`config.mk`:
```
export PLATFORM = sky130hd
export DESIGN_NAME = http_response_dechunker_top_flat
export DESIGN_NICKNAME = d
export VERILOG_FILES = /design/src/sv/hrd_pkg.sv /design/src/sv/hrd_if.sv /design/src/sv/hrd_hdr_scan.sv /design/src/sv/http_response_dechunker_top.sv /design/src/flat_wrapper.sv
export SDC_FILE = /design/constraint.sdc
export NUM_CORES = 1
export LEC_CHECK = 0
export BUFFER_PORTS_ARGS = -buffer_cell sky130_fd_sc_hd__buf_2
export CORE_MARGIN = 3
export CORE_UTILIZATION = 60
export CTS_CLUSTER_DIAMETER = 40
export CTS_CLUSTER_SIZE = 16
export DETAILED_ROUTE_END_ITERATION = 16
export GPL_TIMING_DRIVEN = 0
export PLACE_DENSITY = 0.82
export SLEW_MARGIN = 20
export SYNTH_ARGS = -nofsm -noshare
export SYNTH_HDL_FRONTEND = slang
export SYNTH_SLANG_ARGS = --single-unit
```
`constraint.sdc`:
```
create_clock -name clk -period 6.9 [get_ports clk]
set_clock_uncertainty 0.05 [all_clocks]
set_input_delay 0.69 -clock clk [delete_from_list [all_inputs] [get_ports clk]]
set_output_delay 0.69 -clock clk [all_outputs]
set_load 0.01 [all_outputs]
```
`src/sv/hrd_pkg.sv`:
```
`timescale 1ns / 1ps
// Package for the HTTP response dechunker: phase codes, byte classes,
// error codes, header scan state and pattern/character helpers. No dependencies.
package hrd_pkg;

  typedef enum logic [3:0] {
    PH_HEADER   = 4'd0,
    PH_BODY_LEN = 4'd1,
    PH_BODY_RAW = 4'd2,
    PH_CH_LEAD  = 4'd3,
    PH_CH_DIGIT = 4'd4,
    PH_CH_EXT   = 4'd5,
    PH_CH_LF    = 4'd6,
    PH_CH_DATA  = 4'd7,
    PH_CH_TCR   = 4'd8,
    PH_CH_TLF   = 4'd9,
    PH_DONE     = 4'd10
  } phase_t;

  localparam logic [1:0] CLS_FRAMING = 2'd0;
  localparam logic [1:0] CLS_HEADER  = 2'd1;
  localparam logic [1:0] CLS_CONTENT = 2'd2;

  localparam logic [2:0] ERR_OK         = 3'd0;
  localparam logic [2:0] ERR_NO_STATUS  = 3'd1;
  localparam logic [2:0] ERR_NO_HDR_END = 3'd2;
  localparam logic [2:0] ERR_CHUNK      = 3'd3;
  localparam logic [2:0] ERR_LENGTH     = 3'd4;

  localparam logic [15:0] STATUS_NO_CONTENT = 16'd204;

  localparam logic [7:0] CH_CR    = 8'h0d;
  localparam logic [7:0] CH_LF    = 8'h0a;
  localparam logic [7:0] CH_SPACE = 8'h20;
  localparam logic [7:0] CH_ZERO  = 8'h30;

  localparam int STATUS_LEN  = 9;
  localparam int LENGTH_LEN  = 17;
  localparam int CHUNKED_LEN = 28;

  localparam logic [8*STATUS_LEN-1:0]  STATUS_PAT  = "HTTP/1.1 ";
  localparam logic [8*LENGTH_LEN-1:0]  LENGTH_PAT  = "\r\nContent-Length:";
  localparam logic [8*CHUNKED_LEN-1:0] CHUNKED_PAT = "\r\nTransfer-Encoding: chunked";

  // match positions: status 0..8 pattern, 9 spaces, 10 digits, 11 finished
  localparam logic [3:0] ST_SPACE  = 4'd9;
  localparam logic [3:0] ST_DIGITS = 4'd10;
  localparam logic [3:0] ST_FIN    = 4'd11;
  localparam logic [4:0] LN_SPACE  = 5'd17;
  localparam logic [4:0] LN_DIGITS = 5'd18;
  localparam logic [4:0] LN_FIN    = 5'd19;
  localparam logic [4:0] CK_FOUND  = 5'd28;

  typedef struct packed {
    logic [3:0]  status_pos;
    logic [4:0]  length_pos;
    logic [4:0]  chunked_pos;
    logic [1:0]  end_pos;
    logic [15:0] status_value;
    logic        status_seen;
    logic        length_seen;
    logic        chunked;
  } hdr_state_t;

  function automatic logic [7:0] status_char(input logic [3:0] pos);
    logic [7:0] c;
    c = 8'h00;
    if (pos < 4'(STATUS_LEN)) c = STATUS_PAT[8*(STATUS_LEN-1-int'(pos)) +: 8];
    return c;
  endfunction

  function automatic logic [7:0] length_char(input logic [4:0] pos);
    logic [7:0] c;
    c = 8'h00;
    if (pos < 5'(LENGTH_LEN)) c = LENGTH_PAT[8*(LENGTH_LEN-1-int'(pos)) +: 8];
    return c;
  endfunction

  function automatic logic [7:0] chunked_char(input logic [4:0] pos);
    logic [7:0] c;
    c = 8'h00;
    if (pos < 5'(CHUNKED_LEN)) c = CHUNKED_PAT[8*(CHUNKED_LEN-1-int'(pos)) +: 8];
    return c;
  endfunction

  function automatic logic is_digit(input logic [7:0] b);
    return (b >= 8'h30) && (b <= 8'h39);
  endfunction

  // bit 4 set: not a hex digit
  function automatic logic [4:0] hex_val(input logic [7:0] b);
    logic [4:0] v;
    v = 5'h10;
    if (b >= 8'h30 && b <= 8'h39) v = 5'(b - 8'h30);
    else if (b >= 8'h61 && b <= 8'h66) v = 5'(b - 8'h57);
    else if (b >= 8'h41 && b <= 8'h46) v = 5'(b - 8'h37);
    return v;
  endfunction

endpackage

```
`src/sv/hrd_if.sv`:
```
`timescale 1ns / 1ps
// Valid/ready channel interfaces for the dechunker: received bytes in,
// tagged result items out. Depends on nothing.
interface hrd_in_if;
  logic       valid;
  logic       ready;
  logic [7:0] rx_byte;
  logic       end_of_data;
  modport source (output valid, rx_byte, end_of_data, input ready);
  modport sink (input valid, rx_byte, end_of_data, output ready);
endinterface

interface hrd_out_if;
  logic        valid;
  logic        ready;
  logic [7:0]  data_byte;
  logic [1:0]  byte_class;
  logic        done_res;
  logic [15:0] status_code;
  logic [2:0]  error_code;
  logic [31:0] body_count;
  modport source (output valid, data_byte, byte_class, done_res, status_code,
                  error_code, body_count, input ready);
  modport sink (input valid, data_byte, byte_class, done_res, status_code,
                error_code, body_count, output ready);
endinterface

```
`src/sv/hrd_hdr_scan.sv`:
```
`timescale 1ns / 1ps
// Header scanner: next matcher state for one header byte (status line,
// Content-Length, chunked encoding, blank line). Uses hrd_pkg.
module hrd_hdr_scan import hrd_pkg::*; #(
  parameter int LENGTH_WIDTH = 32
) (
  input  hdr_state_t              cur,
  input  logic [LENGTH_WIDTH-1:0] length_value,
  input  logic [7:0]              b,
  output hdr_state_t              nxt,
  output logic [LENGTH_WIDTH-1:0] length_next,
  output logic                    hdr_end
);

  logic                    dig;
  logic [3:0]              dval;
  logic [19:0]             st_acc;
  logic [LENGTH_WIDTH+3:0] ln_acc;

  assign dig    = is_digit(b);
  assign dval   = 4'(b - CH_ZERO);
  assign st_acc = {4'd0, cur.status_value} * 20'd10 + 20'(dval);
  assign ln_acc = {length_value, 3'd0} + {3'd0, length_value, 1'b0}
                  + (LENGTH_WIDTH+4)'(dval);

  always_comb begin
    nxt         = cur;
    length_next = length_value;
    hdr_end     = 1'b0;

    if (cur.status_pos < ST_SPACE) begin
      if (cur.status_pos == 4'd7 && b == CH_ZERO) nxt.status_pos = 4'd8;
      else if (b == status_char(cur.status_pos)) nxt.status_pos = cur.status_pos + 4'd1;
      else nxt.status_pos = (b == status_char(4'd0)) ? 4'd1 : 4'd0;
    end else if (cur.status_pos == ST_SPACE) begin
      if (dig) begin
        nxt.status_value = 16'(dval);
        nxt.status_seen  = 1'b1;
        nxt.status_pos   = ST_DIGITS;
      end else if (b != CH_SPACE) begin
        nxt.status_pos = ST_FIN;
      end
    end else if (cur.status_pos == ST_DIGITS) begin
      if (dig) nxt.status_value = (st_acc > 20'hffff) ? 16'hffff : st_acc[15:0];
      else nxt.status_pos = ST_FIN;
    end

    if (cur.length_pos < LN_SPACE) begin
      if (b == length_char(cur.length_pos)) nxt.length_pos = cur.length_pos + 5'd1;
      else nxt.length_pos = (b == length_char(5'd0)) ? 5'd1 : 5'd0;
    end else if (cur.length_pos == LN_SPACE) begin
      if (dig) begin
        length_next     = LENGTH_WIDTH'(dval);
        nxt.length_seen = 1'b1;
        nxt.length_pos  = LN_DIGITS;
      end else if (b != CH_SPACE) begin
        nxt.length_pos = LN_FIN;
      end
    end else if (cur.length_pos == LN_DIGITS) begin
      if (dig) begin
        if (ln_acc[LENGTH_WIDTH+3:LENGTH_WIDTH] != 4'd0) length_next = '1;
        else length_next = ln_acc[LENGTH_WIDTH-1:0];
      end else begin
        nxt.length_pos = LN_FIN;
      end
    end

    if (cur.chunked_pos < CK_FOUND) begin
      if (b == chunked_char(cur.chunked_pos)) nxt.chunked_pos = cur.chunked_pos + 5'd1;
      else nxt.chunked_pos = (b == chunked_char(5'd0)) ? 5'd1 : 5'd0;
      if (nxt.chunked_pos == CK_FOUND) nxt.chunked = 1'b1;
    end

    case (cur.end_pos)
      2'd0: nxt.end_pos = (b == CH_CR) ? 2'd1 : 2'd0;
      2'd1: nxt.end_pos = (b == CH_LF) ? 2'd2 : ((b == CH_CR) ? 2'd1 : 2'd0);
      2'd2: nxt.end_pos = (b == CH_CR) ? 2'd3 : 2'd0;
      default: begin
        if (b == CH_LF) begin
          nxt.end_pos = 2'd0;
          hdr_end     = 1'b1;
        end else begin
          nxt.end_pos = (b == CH_CR) ? 2'd1 : 2'd0;
        end
      end
    endcase
  end

endmodule

```
`src/sv/http_response_dechunker_top.sv`:
```
`timescale 1ns / 1ps
// HTTP/1.x response dechunker, top level. Uses hrd_pkg, hrd_if and
// hrd_hdr_scan.
//
// Usage: received response bytes enter on "bytes" (rx_byte, end_of_data),
// one item per byte. Each byte yields exactly one item on "result": the byte
// tagged as header, content or framing, the running content count, and on
// completion (or on an end_of_data byte if not yet done) done_res with the status
// code and an error code. The byte flagged end_of_data rearms the parser.
// Latency: the result for a byte is valid the cycle after it is accepted.
// Throughput: one byte per clock while result is ready; the parse state and the result register
// update together, so back-to-back bytes flow with no bubbles.
// Stalls: while the result register holds an item that is not taken, bytes
// is not ready; nothing is dropped or repeated.
// Reset (rst, synchronous): parser returns to the header phase with all
// counters and match positions cleared; no result is valid.
module http_response_dechunker_top import hrd_pkg::*; #(
  parameter int LENGTH_WIDTH = 32
) (
  input logic       clk,
  input logic       rst,
  hrd_in_if.sink    bytes,
  hrd_out_if.source result
);

  phase_t                  phase;
  phase_t                  phase_step;
  hdr_state_t              hdr;
  hdr_state_t              hdr_next;
  hdr_state_t              hdr_scan;
  logic [LENGTH_WIDTH-1:0] length_value;
  logic [LENGTH_WIDTH-1:0] length_next;
  logic [LENGTH_WIDTH-1:0] len_scan;
  logic [LENGTH_WIDTH-1:0] chunk_remaining;
  logic [LENGTH_WIDTH-1:0] chunk_next;
  logic [LENGTH_WIDTH-1:0] len_dec;
  logic [LENGTH_WIDTH-1:0] chunk_dec;
  logic [LENGTH_WIDTH-1:0] chunk_acc;
  logic [31:0]             content_counter;
  logic [31:0]             count_next;
  logic                    hdr_end;
  logic                    accept;
  logic                    hit_done;
  logic [2:0]              hit_err;
  logic                    is_content;
  logic                    is_hdr;
  logic                    fin_done;
  logic [2:0]              fin_err;
  logic [1:0]              cls;
  logic [4:0]              hx;
  logic [7:0]              b;
  logic                    out_valid;

  assign b            = bytes.rx_byte;
  assign accept       = bytes.valid && bytes.ready;
  assign bytes.ready  = !out_valid || result.ready;
  assign result.valid = out_valid;

  assign hx        = hex_val(b);
  assign len_dec   = length_value - LENGTH_WIDTH'(length_value != '0);
  assign chunk_dec = chunk_remaining - LENGTH_WIDTH'(chunk_remaining != '0);
  assign chunk_acc = (chunk_remaining[LENGTH_WIDTH-1 -: 4] != 4'd0) ? '1 :
                     {chunk_remaining[LENGTH_WIDTH-5:0], hx[3:0]};

  hrd_hdr_scan #(.LENGTH_WIDTH(LENGTH_WIDTH)) u_scan (
    .cur          (hdr),
    .length_value (length_value),
    .b            (b),
    .nxt          (hdr_scan),
    .length_next  (len_scan),
    .hdr_end      (hdr_end)
  );

  // next phase and datapath
  always_comb begin
    phase_step  = phase;
    hdr_next    = hdr;
    length_next = length_value;
    chunk_next  = chunk_remaining;
    is_content  = 1'b0;
    is_hdr      = 1'b0;
    hit_done    = 1'b0;
    hit_err     = ERR_OK;
    unique case (phase)
      PH_HEADER: begin
        is_hdr      = 1'b1;
        hdr_next    = hdr_scan;
        length_next = len_scan;
        if (hdr_end) begin
          if (!hdr_scan.status_seen) begin
            hit_done = 1'b1;
            hit_err  = ERR_NO_STATUS;
          end else if (hdr_scan.chunked) begin
            phase_step = PH_CH_LEAD;
          end else if (hdr_scan.length_seen) begin
            if (len_scan == '0) hit_done = 1'b1;
            else phase_step = PH_BODY_LEN;
          end else if (hdr_scan.status_value == STATUS_NO_CONTENT) begin
            hit_done = 1'b1;
          end else begin
            phase_step = PH_BODY_RAW;
          end
        end
      end
      PH_BODY_LEN: begin
        is_content  = 1'b1;
        length_next = len_dec;
        if (len_dec == '0) hit_done = 1'b1;
      end
      PH_BODY_RAW: is_content = 1'b1;
      PH_CH_LEAD: begin
        if (!hx[4]) begin
          chunk_next = LENGTH_WIDTH'(hx[3:0]);
          phase_step = PH_CH_DIGIT;
        end else if (b != CH_SPACE) begin
          hit_done = 1'b1;
          hit_err  = ERR_CHUNK;
        end
      end
      PH_CH_DIGIT: begin
        if (!hx[4]) chunk_next = chunk_acc;
        else phase_step = (b == CH_CR) ? PH_CH_LF : PH_CH_EXT;
      end
      PH_CH_EXT: if (b == CH_CR) phase_step = PH_CH_LF;
      PH_CH_LF: begin
        if (b == CH_LF) begin
          if (chunk_remaining == '0) hit_done = 1'b1;
          else phase_step = PH_CH_DATA;
        end else if (b != CH_CR) begin
          phase_step = PH_CH_EXT;
        end
      end
      PH_CH_DATA: begin
        is_content = 1'b1;
        chunk_next = chunk_dec;
        if (chunk_dec == '0) phase_step = PH_CH_TCR;
      end
      PH_CH_TCR: begin
        if (b == CH_CR) phase_step = PH_CH_TLF;
        else begin
          hit_done = 1'b1;
          hit_err  = ERR_CHUNK;
        end
      end
      PH_CH_TLF: begin
        if (b == CH_LF) phase_step = PH_CH_LEAD;
        else begin
          hit_done = 1'b1;
          hit_err  = ERR_CHUNK;
        end
      end
      default: phase_step = PH_DONE;
    endcase
  end

  // result fields
  always_comb begin
    fin_done = hit_done || (bytes.end_of_data && phase_step != PH_DONE);
    fin_err  = hit_err;
    if (!hit_done) begin
      unique case (phase_step)
        PH_HEADER: begin
          if (!hdr_next.status_seen) fin_err = ERR_NO_STATUS;
          else if (hdr_next.chunked) fin_err = ERR_NO_HDR_END;
          else fin_err = ERR_OK;
        end
        PH_BODY_LEN: fin_err = ERR_LENGTH;
        PH_BODY_RAW: fin_err = ERR_OK;
        default:     fin_err = ERR_CHUNK;
      endcase
    end
    cls = is_content ? CLS_CONTENT : (is_hdr ? CLS_HEADER : CLS_FRAMING);
    count_next = (is_content && content_counter != '1) ? content_counter + 32'd1
                                                       : content_counter;
  end

  always_ff @(posedge clk) begin
    if (rst) begin
      phase           <= PH_HEADER;
      hdr             <= '0;
      length_value    <= '0;
      chunk_remaining <= '0;
      content_counter <= '0;
      out_valid       <= 1'b0;
    end else begin
      if (bytes.ready) out_valid <= bytes.valid;
      if (accept) begin
        if (bytes.end_of_data) begin
          phase           <= PH_HEADER;
          hdr             <= '0;
          length_value    <= '0;
          chunk_remaining <= '0;
          content_counter <= '0;
        end else begin
          phase           <= fin_done ? PH_DONE : phase_step;
          hdr             <= hdr_next;
          length_value    <= length_next;
          chunk_remaining <= chunk_next;
          content_counter <= count_next;
        end
      end
    end
  end

  always_ff @(posedge clk) begin
    if (accept) begin
      result.data_byte   <= (cls != CLS_FRAMING) ? b : 8'd0;
      result.byte_class  <= cls;
      result.done_res    <= fin_done;
      result.status_code <= fin_done ? hdr_next.status_value : 16'd0;
      result.error_code  <= fin_done ? fin_err : ERR_OK;
      result.body_count  <= count_next;
    end
  end

`ifndef NO_ASSERTIONS
  a_quiet_unless_done: assert property (@(posedge clk) disable iff (rst)
    out_valid && !result.done_res |-> result.error_code == ERR_OK
                                      && result.status_code == 16'd0)
    else $error("status or error shown without done");
  a_class_range: assert property (@(posedge clk) disable iff (rst)
    out_valid |-> result.byte_class != 2'd3)
    else $error("illegal byte class");
  a_framing_zero: assert property (@(posedge clk) disable iff (rst)
    out_valid && result.byte_class == CLS_FRAMING |-> result.data_byte == 8'd0)
    else $error("framing byte not zeroed");
  a_reset_idle: assert property (@(posedge clk)
    $past(rst) && !rst |-> !out_valid && phase == PH_HEADER)
    else $error("not idle after reset");
`endif

endmodule

```
`src/flat_wrapper.sv`:
```
// flat-port wrapper written by rule: the top's interface ports become plain ports
module http_response_dechunker_top_flat import hrd_pkg::*;
#(
  parameter int LENGTH_WIDTH = 32
)
  (clk, rst, bytes_valid, bytes_rx_byte, bytes_end_of_data, bytes_ready, result_valid, result_data_byte, result_byte_class, result_done_res, result_status_code, result_error_code, result_body_count, result_ready);
  hrd_in_if bytes_i ();
  hrd_out_if result_i ();
  input logic clk;
  input logic rst;
  input wire logic [$bits(bytes_i.valid)-1:0] bytes_valid;
  input wire logic [$bits(bytes_i.rx_byte)-1:0] bytes_rx_byte;
  input wire logic [$bits(bytes_i.end_of_data)-1:0] bytes_end_of_data;
  output wire logic [$bits(bytes_i.ready)-1:0] bytes_ready;
  output wire logic [$bits(result_i.valid)-1:0] result_valid;
  output wire logic [$bits(result_i.data_byte)-1:0] result_data_byte;
  output wire logic [$bits(result_i.byte_class)-1:0] result_byte_class;
  output wire logic [$bits(result_i.done_res)-1:0] result_done_res;
  output wire logic [$bits(result_i.status_code)-1:0] result_status_code;
  output wire logic [$bits(result_i.error_code)-1:0] result_error_code;
  output wire logic [$bits(result_i.body_count)-1:0] result_body_count;
  input wire logic [$bits(result_i.ready)-1:0] result_ready;
  assign bytes_i.valid = bytes_valid;
  assign bytes_i.rx_byte = bytes_rx_byte;
  assign bytes_i.end_of_data = bytes_end_of_data;
  assign bytes_ready = bytes_i.ready;
  assign result_valid = result_i.valid;
  assign result_data_byte = result_i.data_byte;
  assign result_byte_class = result_i.byte_class;
  assign result_done_res = result_i.done_res;
  assign result_status_code = result_i.status_code;
  assign result_error_code = result_i.error_code;
  assign result_body_count = result_i.body_count;
  assign result_i.ready = result_ready;
  http_response_dechunker_top #(.LENGTH_WIDTH(LENGTH_WIDTH)) u_core (.clk(clk), .rst(rst), .bytes(bytes_i), .result(result_i));
endmodule
```
==> results.md, run 1 <==
- Post-synth cell types: 101
- Die width: 175 microns
- TritonCTS Buffers: 17
- Initial antenna violation count: 0
- Syn_nets: 2389
- Crit Path Max Fanout: 6
- Syn Area/Cell: 7.61 sq um
- Simple-gate share of the synthesized area: 25.6%
- Largest net degree at the start of global routing: 44
- FP Rows: 61
- I/O Pins: 77
- Vias post-DR: 18300
- Via/cell ratio: 6.67
- Reg-to-Reg Start: u_core.length_value[2]
- Sink Count: 198
- Fin. Hold Viols: 0
- Fin crit period: 6.65 ns
- Mux contribution to synthesized area: 0.532%
- CTS resizes: 0
- CP endpoint kind: register
- Max-cap violations: 0
- Placed instance area: 0.0180 sq mm
- Die H: 175 microns
- Crit path capture: u_core.result.error_code[0]
- Final wirelength: 56400 microns
- Filler Cells Inserted: 2462
- Power Dens Cells: 135 mW/mm^2
- R2r worst-path depth: 14
- Final HPWL DP: 43200 microns
- Ys async rst share: 0%
- Largest family of logic cells by synthesized area: compound AO/OA/AOI/OAI gates
- Worst-margin pin slew: 1.19 ns
- Final Net Count: 2484
- Skew-Pair Late Insertion Delay: 0.45 ns
- Post-CTS Setup Repair Bufs: 0
- Worst r2r dst: u_core.result.error_code[0]
- CTS tree: yes
- Starting density of the core: 61.3%
- Vias in the first global route: 17100
- Worst R2R Setup Slack: 0.25 ns
- Pleak: 0.00708 uW
- DRT antenna net count: 0
- Routability congestion estimate: 1.04
- Final core occ: 66.8%
- Synth Area in Adders: 8.83%
- Post-Synth XOR/XNOR Area: 7.70%
- Worst setup startpoint: u_core.length_value[2]
- Worst slew margin: 19.8%
- Bufs on Longest Clock Path: 2
- Hold Buf Count CTS: 0
- First-pass GRT wire length: 90100 microns
- Max Fclk: 150 MHz
- Final setup vio count: 0
- Post-Syn Instances: 2258
- Ys flop type: dfxtp_1
- Share of layout cells above drive strength 1: 7.19%
- Wirelength per Cell: 20.6 microns
- Post-synthesis register bit count: 198
- Drt drc: 0
- Area growth from synthesis to layout: 8.88%
- Yosys warning total: 0
- H-tree depth: 4
- Worst vdd ir: 0.151 mV
- Seq/Total Area, Yosys: 26.7%
- Detailed Route Iter0 Violations: 2011
- CORE AREA: 0.0280 sq mm
- RSZ-0062 raised after global routing: no
- Clock-pin slew on the worst setup and hold paths: 0.09 ns
- First-pass DRT Iterations: 6
- Clk root buf: clkbuf_16
- Tot GR Track Use: 35.9%
- Port Buffer Count: 75
- # placed instances: 2712
- Max Transition Viols Final: 0
- Min-Delay Path Class: in2reg
- Final Cycle Share: 96.3%
- Final Power: 2530 uW
- Critical Path AT: 6.76 ns
- Finished Cell Area: 0.0187 sq mm
- Status: completed
- Worst setup path class: reg2reg
- # diodes: 0
- Die area: 0.0307 sq mm
- Setup TNS Final: 0 ns
- Compound-Gate Fraction of Synth Area: 26.1%
- Req. time, crit path: 7.01 ns
- Total grt overflow: 0
- Synthesized area: 0.0172 sq mm
- EDFF count, synth: 62
- Count of non-filler cells in the finished layout: 2744
- Setup crit start kind: register
critical path, stage by stage (launching register included):
cell and delay (ns):
dfxtp_1 0.51, fa_1 0.52, ha_1 0.31, a21oi_1 0.25, nor2_1 0.13, o211ai_1 0.42
nand2_1 0.18, o41ai_1 0.97, nand4_1 0.43, a211oi_1 0.68, a21oi_1 0.30, nor4_1 0.69
nand3_1 0.28, o21ai_0 0.40, o31ai_1 0.23
cells by family after synthesis:
family | count (synthesis)
compound gates | 718
xor+xnor | 151
fa+ha+maj | 119
buf+inv | 202
flops | 198
mux | 9
simple gates | 861
power breakdown:
part | internal, uW | switching (uW) | leakage, uW | total, uW
Sequential | 1220 | 4.06 | 0.00171 | 1220
Combinational | 42.7 | 131 | 0.00505 | 173
Clock | 528 | 606 | 0.000317 | 1130
Total | 1790 | 741 | 0.00708 | 2530
flip-flops by register name (all words and copies together) (netlist names):
| signal | flops |
|---|---|
| u_core.result.valid | 1 |
| u_core.result.status_code | 16 |
| u_core.result.body_count | 32 |
| u_core.content_counter | 32 |
| u_core.length_value | 32 |
| u_core.result.data_byte | 8 |
| u_core.result.byte_class | 2 |
| u_core.result.done_res | 1 |
| u_core.result.error_code | 3 |
| u_core.chunk_remaining | 32 |
| u_core.phase | 4 |
| u_core.hdr | 35 |
worst min path at each step:
stage,startpoint,to,depth (start not counted)
after CTS,bytes_valid,u_core.result.valid,3
final,bytes_valid,u_core.result.valid,3
after detailed placement,u_core.hdr[1],u_core.hdr[1],2
after floorplan,u_core.hdr[1],u_core.hdr[1],2
after global placement,u_core.hdr[1],u_core.hdr[1],2
after global routing,bytes_valid,u_core.result.valid,3
area by class of cell:
cell class | instances | area, sq um | share of cell area [%]
flip-flops and latches | 198 | 4580 | 24.5
plain buffers | 161 | 639 | 3.42
well taps | 378 | 473 | 2.53
inverters | 41 | 154 | 0.823
clock inverters | 15 | 228 | 1.22
repair buffers | 76 | 395 | 2.11
clock buffers | 17 | 425 | 2.27
multi-input cells | 1858 | 11800 | 63.1
placed cells by master (no fill, tap or decap), types with 26 or more instances in the layout:
master and instances:
nor2_1 267, o21ai_0 229, nand2_1 184, a21oi_1 182, clkbuf_1 147, dfxtp_1 136, ha_1 114, xnor2_1 96
buf_2 81, a22oi_1 75, nand3_1 63, edfxtp_1 62, xor2_1 55, nor3_1 50, inv_1 39, nor4_1 39
nand4_1 37, nor2b_1 32, o211ai_1 27, and3_1 26, a31oi_1 26
synth_stat cells, types with 8 or more instances:
master / instances / area [sq um]
nor2_1: 267 / 1000
and3_1: 26 / 163
nor2_4: 10 / 113
a2bb2oi_1: 9 / 78.8
a211oi_1: 15 / 113
a21oi_1: 182 / 911
ha_1: 114 / 1430
o22ai_1: 11 / 68.8
xnor2_1: 96 / 841
or3_1: 22 / 138
o21ai_0: 229 / 1150
nor2b_1: 32 / 200
a31oi_1: 26 / 163
o32ai_1: 8 / 70.1
o21a_1: 18 / 135
dfxtp_1: 136 / 2720
nor4_1: 39 / 244
a32oi_1: 8 / 70.1
o31ai_1: 17 / 128
a21o_1: 14 / 105
xor2_1: 55 / 482
or4_1: 16 / 120
edfxtp_1: 62 / 1860
o211ai_1: 27 / 203
mux2i_1: 8 / 80.1
and4_1: 9 / 78.8
and2_1: 17 / 106
nand3_1: 63 / 315
or2_2: 8 / 50.1
nor4b_1: 9 / 78.8
clkbuf_1: 148 / 556
nand2_1: 184 / 691
nand2b_1: 18 / 113
nor3_1: 50 / 250
nor3b_1: 14 / 105
inv_1: 39 / 146
a22oi_1: 75 / 563
nand4_1: 37 / 231
routing by layer:
layer  routed length (microns)  vias up  share of wire [%]  global-route usage [%]
li1                          -     8560                  -                       -
met1                     23200     8519                 41                    48.7
met2                     25400     1031                 45                    57.1
met3                      5210      182                9.2                    4.63
met4                      2570        0                4.6                    16.5
met5                         0        -                  0                       0
metrics by stage:
step           setup WS, ns  hold WS, ns
6_report              0.253        0.447
5_1_grt               0.222        0.481
4_1_cts               0.542        0.440
3_5_place_dp          0.146        0.442
3_3_place_gp         0.0756        0.425
2_1_floorplan          2.12        0.401
Power figures use the tool's default switching activity.
==> run 2, diff against run 1 <==
Settings changed: CORE_ASPECT_RATIO set to 1.4.
==> results.md, run 2 (synthesized netlist as in run 1, its figures left out) <==
- Worst setup startpoint: u_core.length_value[25] (was u_core.length_value[2])
- RSZ-0062 raised after global routing: no (unchanged)
- Status: completed (unchanged)
- CP top delay family: simple AND/OR/NAND/NOR gates (was compound AO/OA/AOI/OAI gates)
- Clock-pin slew on the worst setup and hold paths: 0.08 ns (was 0.09 ns)
- Slowest CP cell: nor3_1 (was o41ai_1)
- Max Transition Viols Final: 0 (unchanged)
- Pleak: 0.00709 uW (was 0.00708 uW)
- Largest Register: u_core.hdr (unchanged)
- Final core occ: 66.9% (was 66.8%)
- Worst setup path class: reg2reg (unchanged)
- Max Fclk: 153 MHz (was 150 MHz)
- Port Buffer Count: 75 (unchanged)
- Final Worst Setup Slack: 0.350 ns (was 0.253 ns)
- Bufs on Longest Clock Path: 2 (unchanged)
- I/O Pins: 77 (unchanged)
- Max-cap violations: 0 (unchanged)
- Worst slew margin: 23.3% (was 19.8%)
- CTS tree: yes (unchanged)
- Crit path cell chain: clkbuf_1 -> nor4_1 -> nand2b_1 -> or2_2 -> nor3_1 -> nand4_1 -> ha_1 -> ha_1 -> or4b_2 -> nor3_1 -> nand2_1 -> a2111o_1 -> o21ai_0 -> o21ai_0 -> nand2_1 -> a2111oi_0 -> nor2_1 -> o21a_1 -> o21a_1 -> a41o_1 (was fa_1 -> ha_1 -> a21oi_1 -> nor2_1 -> o211ai_1 -> nand2_1 -> o41ai_1 -> nand4_1 -> a211oi_1 -> a21oi_1 -> nor4_1 -> nand3_1 -> o21ai_0 -> o31ai_1)
- Vias in the first global route: 17400 (was 17100)
- Reg-to-Reg Start: u_core.length_value[25] (was u_core.length_value[2])
- Final HPWL DP: 45800 microns (was 43200 microns)
- Crit Path Max Fanout: 10 (was 6)
- Final wirelength: 59600 microns (was 56400 microns)
- Drt drc: 0 (unchanged)
- Critical Path AT: 6.73 ns (was 6.76 ns)
- Final Power: 2470 uW (was 2530 uW)
- Share of layout cells above drive strength 1: 7.35% (was 7.19%)
- Fin crit period: 6.55 ns (was 6.65 ns)
- DRT antenna net count: 0 (unchanged)
- Fin. Hold Viols: 0 (unchanged)
- Tot GR Track Use: 37.7% (was 35.9%)
- Largest register FFs: 35 (unchanged)
- Min-Delay Path Class: in2reg (unchanged)
- Largest net degree at the start of global routing: 41 (was 44)
- Total grt overflow: 0 (unchanged)
- Via/cell ratio: 6.68 (was 6.67)
- CP endpoint kind: register (unchanged)
- Die width: 149 microns (was 175 microns)
- Worst vdd ir: 0.148 mV (was 0.151 mV)
- Starting density of the core: 61.5% (was 61.3%)
- Skew-Pair Late Insertion Delay: 0.48 ns (was 0.45 ns)
- Final Cycle Share: 94.9% (was 96.3%)
- R2r worst-path depth: 20 (was 14)
- Critical path buffers and inverters: 1 (was 0)
- Crit path capture: u_core.result.error_code[1] (was u_core.result.error_code[0])
- Most common cell after layout, fill and taps aside: nor2_1 (unchanged)
- Area growth from synthesis to layout: 8.84% (was 8.88%)
- Setup TNS Final: 0 ns (unchanged)
- Sink Count: 198 (unchanged)
- Clk root buf: clkbuf_16 (unchanged)
- Req. time, crit path: 7.08 ns (was 7.01 ns)
- Filler Cells Inserted: 2453 (was 2462)
- Post-place setup slack: -0.0152 ns (was 0.146 ns)
- CTS resizes: 0 (unchanged)
- Final Net Count: 2485 (was 2484)
- First-pass DRT Iterations: 8 (was 6)
- CORE AREA: 0.0279 sq mm (was 0.0280 sq mm)
- First-pass GRT wire length: 92000 microns (was 90100 microns)
- Post-CTS Setup Repair Bufs: 0 (unchanged)
- TritonCTS Buffers: 17 (unchanged)
- Wirelength per Cell: 21.8 microns (was 20.6 microns)
- Hold Buf Count CTS: 0 (unchanged)
- Power Dens Cells: 132 mW/mm^2 (was 135 mW/mm^2)
- Vias post-DR: 18300 (about the same)
- Most frequent cells in the layout: nor2_1, o21ai_0, nand2_1 (unchanged)
- Final setup vio count: 0 (unchanged)
- Worst r2r dst: u_core.result.error_code[1] (was u_core.result.error_code[0])
- Die area: 0.0307 sq mm (about the same)
- Critical path depth in cells: 20 (was 14)
- Largest stage delay, worst path: 0.88 ns (was 0.97 ns)
- Worst-margin pin slew: 1.14 ns (was 1.19 ns)
- Die H: 206 microns (was 175 microns)
- Worst R2R Setup Slack: 0.35 ns (was 0.25 ns)
- Setup crit start kind: register (unchanged)
- FP Rows: 72 (was 61)
- Detailed Route Iter0 Violations: 1390 (was 2011)
- Routability congestion estimate: 1.09 (was 1.04)
- H-tree depth: 4 (unchanged)
- Initial antenna violation count: 1 (was 0)
==> run 2: final cells by class <==
| type | count | area, sq um | area share, % |
|---|---|---|---|
| buffer | 161 | 639 | 3.42 |
| tap | 370 | 463 | 2.48 |
| multi-input combinational | 1858 | 11800 | 63.2 |
| clock buffer | 17 | 425 | 2.28 |
| inverter | 41 | 154 | 0.823 |
| sequential | 198 | 4580 | 24.5 |
| clock inverter | 15 | 203 | 1.08 |
| antenna | 1 | 2.50 | 0.0134 |
| timing repair buffer | 77 | 400 | 2.14 |
==> run 2: power by group <==
| group | internal, uW | total, uW | leakage [uW] | switching, uW |
|---|---|---|---|---|
| registers | 1220 | 1220 | 0.00171 | 4.86 |
| clock network | 529 | 1080 | 0.000303 | 548 |
| logic | 42.4 | 172 | 0.00507 | 130 |
==> run 2: worst reg2reg max path, stage by stage, from the launching register on <==
cell and delay, ns:
dfxtp_1 0.34, clkbuf_1 0.29, nor4_1 0.74, nand2b_1 0.25, or2_2 0.37, nor3_1 0.88, nand4_1 0.20, ha_1 0.27
ha_1 0.23, or4b_2 0.26, nor3_1 0.09, nand2_1 0.28, a2111o_1 0.28, o21ai_0 0.09, o21ai_0 0.09, nand2_1 0.18
a2111oi_0 0.76, nor2_1 0.08, o21a_1 0.19, o21a_1 0.16, a41o_1 0.23
==> run 2: through the flow <==
step | hold WS, ns | cell area (sq um) | instances
final | 0.407 | 18700 | 2738
after CTS | 0.404 | 18700 | 2737
after detailed placement | 0.444 | 18100 | 2705
after floorplan | 0.401 | 17200 | 2258
after global placement | 0.428 | 18000 | 2703
after global routing | 0.433 | 18700 | 2738
==> run 2: worst min-delay path by stage <==
stage                  startpoint  slack (ns)  cells after the start             endpoint
floorplan           u_core.hdr[1]        0.40                      2        u_core.hdr[1]
global placement    u_core.hdr[2]        0.43                      2        u_core.hdr[2]
CTS                   bytes_valid        0.40                      3  u_core.result.valid
detailed placement  u_core.hdr[2]        0.44                      2        u_core.hdr[2]
finish                bytes_valid        0.41                      3  u_core.result.valid
global route          bytes_valid        0.43                      3  u_core.result.valid
==> run 2: metal layers <==
layer | vias to the layer above | global-route usage, % | routed length [microns]
li1 | 8541 | - | -
met1 | 8528 | 39.2 | 20600
met2 | 922 | 68.2 | 30100
met3 | 290 | 5.02 | 3910
met4 | 0 | 28.8 | 4970
met5 | - | 0 | 0
